**config.mk**
```make
export PLATFORM = sky130hd
export DESIGN_NAME = anc_ctrl
export DESIGN_NICKNAME = d
export VERILOG_FILES = /design/src/anc_pkg.sv /design/src/anc_ctrl.sv
export SDC_FILE = /design/constraint.sdc
export NUM_CORES = 1
export LEC_CHECK = 0
export BUFFER_PORTS_ARGS = -buffer_cell sky130_fd_sc_hd__clkbuf_2
export CELL_PAD_IN_SITES_DETAIL_PLACEMENT = 0
export CELL_PAD_IN_SITES_GLOBAL_PLACEMENT = 1
export CORE_MARGIN = 5
export CORE_UTILIZATION = 33
export CTS_CLUSTER_DIAMETER = 120
export DETAILED_ROUTE_END_ITERATION = 16
export GPL_TIMING_DRIVEN = 0
export MAX_ROUTING_LAYER = met4
export PLACE_DENSITY = 0.78
export SYNTH_ARGS = -nofsm -noshare
export SYNTH_HDL_FRONTEND = slang
export SYNTH_SLANG_ARGS = --single-unit
```
**constraint.sdc**
```tcl
create_clock -name clk_i -period 5.8 [get_ports clk_i]
set_clock_uncertainty 0.15 [all_clocks]
set_input_delay 1.16 -clock clk_i [delete_from_list [all_inputs] [get_ports clk_i]]
set_output_delay 1.16 -clock clk_i [all_outputs]
set_load 0.02 [all_outputs]
```
**src/anc_pkg.sv**
```systemverilog
`default_nettype none

package anc_pkg;

  localparam int unsigned EntriesDef   = 64;
  localparam int unsigned TimeWidthDef = 32;
  localparam int unsigned IpW          = 32;
  localparam int unsigned MacW         = 48;
  localparam int unsigned SlotW        = 6;

  typedef enum logic {
    MODE_LOOKUP = 1'b0,
    MODE_ADD    = 1'b1
  } mode_e;

  typedef struct packed {
    mode_e             mode;
    logic [IpW-1:0]    ip_address;
    logic [MacW-1:0]   mac_address;
    logic [31:0]       current_time;
  } in_t;

  typedef struct packed {
    logic              hit;
    logic [MacW-1:0]   found_mac;
    logic [SlotW-1:0]  slot_index;
  } out_t;

  typedef enum logic [2:0] {
    ST_IDLE = 3'b001,
    ST_SCAN = 3'b010,
    ST_RESP = 3'b100
  } state_e;

endpackage

`default_nettype wire

```
**src/anc_ctrl.sv**
```systemverilog
`default_nettype none

module anc_ctrl import anc_pkg::*; #(
  parameter int unsigned Entries   = EntriesDef,
  parameter int unsigned TimeWidth = TimeWidthDef,
  localparam int unsigned IdxW     = $clog2(Entries)
) (
  input  wire logic                 clk_i,
  input  wire logic                 rst_ni,
  input  wire logic                 in_valid_i,
  output logic                      in_ready_o,
  input  wire in_t                  in_i,
  output logic                      res_valid_o,
  input  wire logic                 res_ready_i,
  output out_t                      res_o,
  output logic                      rd_en_o,
  output logic [IdxW-1:0]           rd_addr_o,
  input  wire logic                 rd_valid_i,
  input  wire logic [IpW-1:0]       rd_ip_i,
  input  wire logic [MacW-1:0]      rd_mac_i,
  input  wire logic [TimeWidth-1:0] rd_time_i,
  output logic                      wr_en_o,
  output logic [IdxW-1:0]           wr_addr_o,
  output logic [IpW-1:0]            wr_ip_o,
  output logic [MacW-1:0]           wr_mac_o,
  output logic [TimeWidth-1:0]      wr_time_o
);

  localparam logic [IdxW:0]   EntriesCnt = (IdxW+1)'(Entries);
  localparam logic [IdxW-1:0] LastIdx    = IdxW'(Entries - 1);

  state_e               state_q, state_d;
  in_t                  req_q, req_d;
  logic [IdxW:0]        issue_q, issue_d;
  logic                 cmp_v_q, cmp_v_d;
  logic [IdxW-1:0]      cmp_idx_q, cmp_idx_d;
  logic                 found_q, found_d;
  logic                 have_q, have_d;
  logic [IdxW-1:0]      slot_q, slot_d;
  logic [MacW-1:0]      mac_q, mac_d;
  logic [TimeWidth-1:0] best_q, best_d;
  logic                 scan_done;

  always_comb begin
    state_d     = state_q;
    req_d       = req_q;
    issue_d     = issue_q;
    cmp_v_d     = 1'b0;
    cmp_idx_d   = cmp_idx_q;
    found_d     = found_q;
    have_d      = have_q;
    slot_d      = slot_q;
    mac_d       = mac_q;
    best_d      = best_q;
    scan_done   = 1'b0;
    in_ready_o  = 1'b0;
    res_valid_o = 1'b0;
    rd_en_o     = 1'b0;
    wr_en_o     = 1'b0;
    unique case (state_q)
      ST_IDLE: begin
        in_ready_o = 1'b1;
        if (in_valid_i) begin
          req_d   = in_i;
          issue_d = '0;
          found_d = 1'b0;
          have_d  = 1'b0;
          slot_d  = '0;
          mac_d   = '0;
          state_d = ST_SCAN;
        end
      end
      ST_SCAN: begin
        rd_en_o   = (issue_q != EntriesCnt);
        cmp_v_d   = rd_en_o;
        cmp_idx_d = issue_q[IdxW-1:0];
        if (rd_en_o) begin
          issue_d = issue_q + 1'b1;
        end
        if (cmp_v_q) begin
          if (req_q.mode == MODE_LOOKUP) begin
            if (rd_valid_i && (rd_ip_i == req_q.ip_address)) begin
              found_d   = 1'b1;
              slot_d    = cmp_idx_q;
              mac_d     = rd_mac_i;
              scan_done = 1'b1;
            end
          end else begin
            if (!rd_valid_i) begin
              slot_d    = cmp_idx_q;
              scan_done = 1'b1;
            end else if (!have_q || (rd_time_i < best_q)) begin
              best_d = rd_time_i;
              slot_d = cmp_idx_q;
              have_d = 1'b1;
            end
          end
          if (cmp_idx_q == LastIdx) begin
            scan_done = 1'b1;
          end
        end
        if (scan_done) begin
          state_d = ST_RESP;
        end
      end
      ST_RESP: begin
        res_valid_o = 1'b1;
        if (res_ready_i) begin
          wr_en_o = (req_q.mode == MODE_ADD);
          state_d = ST_IDLE;
        end
      end
      default: begin
        state_d = ST_IDLE;
      end
    endcase
  end

  assign rd_addr_o = issue_q[IdxW-1:0];
  assign wr_addr_o = slot_q;
  assign wr_ip_o   = req_q.ip_address;
  assign wr_mac_o  = req_q.mac_address;
  assign wr_time_o = TimeWidth'(req_q.current_time);

  assign res_o.hit        = (req_q.mode == MODE_ADD) || found_q;
  assign res_o.found_mac  = mac_q;
  assign res_o.slot_index = SlotW'(slot_q);

  always_ff @(posedge clk_i or negedge rst_ni) begin
    if (!rst_ni) begin
      state_q <= ST_IDLE;
      issue_q <= '0;
      cmp_v_q <= 1'b0;
      found_q <= 1'b0;
      have_q  <= 1'b0;
    end else begin
      state_q <= state_d;
      issue_q <= issue_d;
      cmp_v_q <= cmp_v_d;
      found_q <= found_d;
      have_q  <= have_d;
    end
  end

  always_ff @(posedge clk_i) begin
    req_q     <= req_d;
    cmp_idx_q <= cmp_idx_d;
    slot_q    <= slot_d;
    mac_q     <= mac_d;
    best_q    <= best_d;
  end

endmodule

`default_nettype wire

```
Word-level counts from Yosys, hierarchy flattened. Index checks and enable logic that the tools add are counted.

Add/sub/neg operators: 1. Magnitude comparators: 1. Eq/ne operators: 18. Mux-type cells: 40. Reductions and logical operators: 12.

Operators by type and width (number): 48-bit two-way mux (4); 48-bit case mux with 2 select lines (1); 6-bit two-way mux (6); 32-bit equality test (1); 32-bit less-than comparator (1); 2-bit != test, second input constant (10); 1-bit two-way mux (19); 5-bit AND reduction (3); 7-bit two-way mux (2); 7-bit case mux with 2 select lines (1); 6-bit case mux with 2 select lines (1); 3-bit two-way mux (3); 3-bit case mux with 3 select lines (1); 7-bit by 1-bit adder with 7-bit output, second input constant (1); 7-bit != test, second input constant (1); 6-bit equality test, second input constant (1); 3-bit AND reduction (2); 6-bit AND reduction (1); 4-bit != test, second input constant (1); 1-bit case mux with 2 select lines (2); 3-bit by 1-bit equality test with 1-bit output, second input constant (1); 3-bit by 2-bit equality test with 1-bit output, second input constant (1); 3-bit equality test, second input constant (1); 3-bit != test, second input constant (1); other kinds (5) (6).

Flip-flop bits (word level): 218. Input bits: 230. Output and inout port bits: 183. Logic and storage cells: 85.

Depth between registers and ports, before layout.
Depth in word-level cells: 9. Gate-level depth with buffers: 8.

Worst setup path after synthesis. No wires, ideal clock.

Path type: input-to-reg. Start: input port in_valid_i. End: register mac_q[0], enable pin. Library setup time: 0.384 ns. Arrival: 5.813 ns. Slack: -0.547 ns. Stages: 6. Cells stage by stage: nand4bb_1 > inv_1 > clkbuf_1 > a21oi_1 > nor3_1 > or2_2.

Longest elaborated chain between the ends: 2.

RTL lines: from (decl) (line anc_ctrl.sv:10) `input wire logic in_valid_i,`; 2-bit != test (no source line); 5-bit AND reduction (no source line); to (signal assigned) (line anc_ctrl.sv:149) `mac_q <= mac_d;`; to (decl) (line anc_ctrl.sv:40) `logic [MacW-1:0] mac_q, mac_d;`.

Every way passes these cells. A chain may end at the register's enable or synchronous reset.

Worst setup path in the final report.
Start: input port rd_time_i[4]. End: register best_q[10], enable pin.

Longest elaborated chain between the ends: 3.

RTL lines: from (decl) (line anc_ctrl.sv:21) `input wire logic [TimeWidth-1:0] rd_time_i,`; 32-bit less-than comparator (line anc_ctrl.sv:92) `end else if (!have_q || (rd_time_i < best_q)) begin`; 1-bit logical OR (line anc_ctrl.sv:92); 5-bit AND reduction (no source line); to (signal assigned) (line anc_ctrl.sv:150) `best_q <= best_d;`; to (decl) (line anc_ctrl.sv:41) `logic [TimeWidth-1:0] best_q, best_d;`.

Every way passes these cells.

==> impl_table.tex <==
\begin{tabular}{lr}
\hline
Metric & Value \\
\hline
\multicolumn{2}{l}{\textbf{Clock tree}} \\
\quad Clock transition at the registers of the reported paths & 0.06 ns \\
\quad CTS buffer count & 25 \\
\quad Clock tree from TritonCTS & built \\
\quad Number of gates resized after cts & 0 \\
\quad \# H-tree levels & 1 \\
\quad Post-CTS setup-driven buffer insertion count & 0 \\
\quad Clock Latency Late Sink & 0.52 ns \\
\quad Library cell used as clock root buffer & sky130\_fd\_sc\_hd\_\_clkbuf\_16 \\
\quad Sinks on Clock Net & 218 \\
\quad CTS Hold Bufs & 0 \\
\quad Worst-case clock buffer depth & 3 \\
\multicolumn{2}{l}{\textbf{Power}} \\
\quad Leak Pwr & 5.74 nW \\
\quad Cell Pwr Density & 401 nW/um\^{}2 \\
\quad Post-layout total power & 5.09 mW \\
\quad Peak ir drop on the vdd network & 0.000226 V \\
\multicolumn{2}{l}{\textbf{Drt}} \\
\quad Number of design rule violations left after detail routing & 0 \\
\quad Iteration-0 DRC Markers & 311 \\
\quad Routed length per instance & 17.4 um \\
\quad Final ANT Viol Nets & 0 \\
\quad Total iterations of the first detailed-routing run & 4 \\
\quad Vias & 6164 \\
\quad Post-Route WL & 25500 um \\
\quad Vias per cell & 4.21 \\
\multicolumn{2}{l}{\textbf{Placement}} \\
\quad Final weighted congestion in routability-driven placement & 0.826 \\
\quad Worst slack after detailed placement & 1.46 ns \\
\quad Post-placement cell area & 11900 um\^{}2 \\
\quad Number of I/O port buffers & 412 \\
\quad Post-detail-place hpwl & 20600 um \\
\multicolumn{2}{l}{\textbf{Synth}} \\
\quad Commonest register cell after synthesis & sky130\_fd\_sc\_hd\_\_edfxtp\_1 \\
\quad Async SR Flop Fraction & 0.0596 \\
\quad Most frequent cell after synthesis & sky130\_fd\_sc\_hd\_\_edfxtp\_1 \\
\quad Cell count after synthesis & 628 \\
\quad Yosys cell types & 46 \\
\quad Yosys warnings & 0 \\
\quad Cells taking the most area after synthesis & sky130\_fd\_sc\_hd\_\_edfxtp\_1 66\%, sky130\_fd\_sc\_hd\_\_buf\_4 10\%, sky130\_fd\_sc\_hd\_\_ha\_1 4.4\% \\
\quad Post-synthesis register bit count & 218 \\
\quad Cell type contributing the most total cell area after synthesis & sky130\_fd\_sc\_hd\_\_edfxtp\_1 \\
\quad Count of flip-flops with a built-in enable after synthesis & 205 \\
\quad Nets in the synthesized netlist & 891 \\
\quad Commonest cells post-synth & 205 x sky130\_fd\_sc\_hd\_\_edfxtp\_1, 124 x sky130\_fd\_sc\_hd\_\_buf\_4, 54 x sky130\_fd\_sc\_hd\_\_and2\_1 \\
\quad Syn Area/Cell & 14.9 um\^{}2 \\
\quad Sequential-to-total area share from yosys stat & 0.695 \\
\quad Post-synthesis cell area & 9330 um\^{}2 \\
\quad Synth top area share & 0.660 \\
\multicolumn{2}{l}{\textbf{Setup path}} \\
\quad Arrival @ worst endpoint & 3.80 ns \\
\quad Critical-path top delay cell & sky130\_fd\_sc\_hd\_\_o21a\_2 \\
\quad Stage delay of the slowest cell on the critical path & 0.74 ns \\
\quad Max FO, Critical Path & 32 \\
\quad Crit. End Element & register \\
\quad Setup slack, reg-to-reg & 2.39 ns \\
\quad Kind of launch point of the worst setup path & input pin \\
\quad Path type of the worst setup path & input pin to register \\
\quad Critical Path Most Common Cell & sky130\_fd\_sc\_hd\_\_a211o\_1 \\
\quad Critical path cell sequence & clkbuf\_2 > ha\_1 > a211o\_1 > a21oi\_1 > o21ai\_0 > a211o\_1 > a311oi\_1 > o21a\_2 \\
\quad Data required time of the worst path & 5.80 ns \\
\multicolumn{2}{l}{\textbf{Floorplanning}} \\
\quad Die Area & 31700 um\^{}2 \\
\quad Chip width & 178 um \\
\quad Die Y-Extent & 178 um \\
\quad \# IOs & 413 \\
\quad Floorplan Core Area & 27900 um\^{}2 \\
\quad Initial Utilization & 0.335 \\
\quad Std cell rows & 61 \\
\multicolumn{2}{l}{\textbf{Timing}} \\
\quad Setup-violating endpoint count in the final report & 0 \\
\quad Fmax & 0.263 GHz \\
\quad Total count of hold-check failures in the final report & 0 \\
\quad Fin Setup TNS & 0 ns \\
\quad Unrepaired setup endpoints after global routing & no \\
\quad Slew HR & 0.219 \\
\quad Number of pins with negative max-slew slack in the final report & 0 \\
\quad Ratio of final minimum period to clock period & 0.655 \\
\quad Measured slew at the worst slew-check pin & 1.17 ns \\
\quad Final worst path period need & 3.80 ns \\
\quad Worst Slack Setup Final & 2.00 ns \\
\multicolumn{2}{l}{\textbf{Global routing}} \\
\quad GRT Residual Overflow & 0 \\
\quad Global-route wire length before repair & 37000 um \\
\quad Antenna violations before repair & 0 \\
\quad Pin count of the biggest net entering global routing & 114 \\
\quad Vias in the first global route & 6189 \\
\quad All-Layer GR Usage & 0.158 \\
\multicolumn{2}{l}{\textbf{Finish}} \\
\quad Antenna fix cells & 0 \\
\quad Fin nets & 1331 \\
\quad Fraction of layout cells with a size suffix above 1 & 0.539 \\
\quad Final Instance Area & 12700 um\^{}2 \\
\quad Area Overhead vs Synth & 36.0\% \\
\quad Final core utilization & 0.455 \\
\quad Filler cell count in the final layout & 2571 \\
\multicolumn{2}{l}{\textbf{Run}} \\
\quad Number of maximum-capacitance constraint violations & 0 \\
\multicolumn{2}{l}{\textbf{Worst hold path}} \\
\quad Hold WC Path Type & register to register \\
\multicolumn{2}{l}{\textbf{Outcome}} \\
\quad Run status & completed \\
\hline
\end{tabular}
[critical path: cells and delay by family]
family                     cells  cell delay (ns)
adders and majority gates      1             0.31
AOI/OAI and AO/OA              6             2.21
buffers and inverters          1             0.09
[state kept, by name, indices dropped and copies added, names as in the netlist, 3 cells and up]
signal and flops:
best_q 32, state_q 3, issue_q 7, wr_mac_o 48, wr_time_o 32, wr_addr_o 6, cmp_idx_q 6, wr_ip_o 32
mac_q 48
[cell usage in the layout (no fill, tap or decap), drive strengths merged, types with 6 or more instances in the layout]
cell type,Yosys,final
a21oi,15,15
and2,54,54
buf,124,125
clkbuf,7,445
clkinv,0,14
dfrtp,12,12
edfxtp,205,205
ha,33,33
inv,43,44
nand2,13,13
nand3,6,6
nand4,13,13
nor2,10,10
nor4,7,7
o21ai,12,12
xnor2,25,25
[power by group]
part	switching [mW]	internal, mW
sequential	0.129	2.11
clock	0.632	0.877
combinational	0.812	0.528
[metrics by stage]
step,hold slack [ns],std cells
finish,0.340,1464
global route,0.376,1464
CTS,0.346,1464
detailed placement,0.331,1419
global placement,0.331,1418
floorplan,0.306,628
[layer usage]
| metal | wire (um) | vias up | GRT usage |
|---|---|---|---|
| li1 | - | 2994 | - |
| met3 | 1730 | 53 | 0.0390 |
| met4 | 884 | 0 | 0.0532 |
| met2 | 12800 | 198 | 0.257 |
| met5 | 0 | - | - |
| met1 | 10200 | 2919 | 0.194 |
[layout make-up]
class	count	area, um^2	area share
Sequential cell	218	6480	0.511
Tap cell	378	473	0.0373
Timing Repair Buffer	413	2090	0.165
Buffer	131	967	0.0762
Multi-Input combinational cell	236	1730	0.136
Inverter	43	161	0.0127
Clock buffer	26	629	0.0496
Clock inverter	19	154	0.0121
[kinds of logic (layout without fill, tap and decap cells)]
logic type | after synthesis | in the layout | share of synthesized area
xor+xnor | 30 | 30 | 0.0282
compound gates | 49 | 49 | 0.0343
simple gates | 123 | 123 | 0.0774
fa+ha+maj | 33 | 33 | 0.0443
buf+inv | 174 | 632 | 0.120
flops | 218 | 218 | 0.695
mux | 1 | 1 | 0.00121
[final timing paths]
path	from	endpoint	cells after the start
setup / recovery	rd_time_i[4]	best_q[10]	8
hold / removal	found_q	found_q	1
setup reg to reg	best_q[4]	best_q[10]	8
hold reg to reg	found_q	found_q	1
max in group asynchronous	rst_ni	state_q[0]	1
min in group asynchronous	rst_ni	found_q	1
Power figures use the tool's default switching activity.
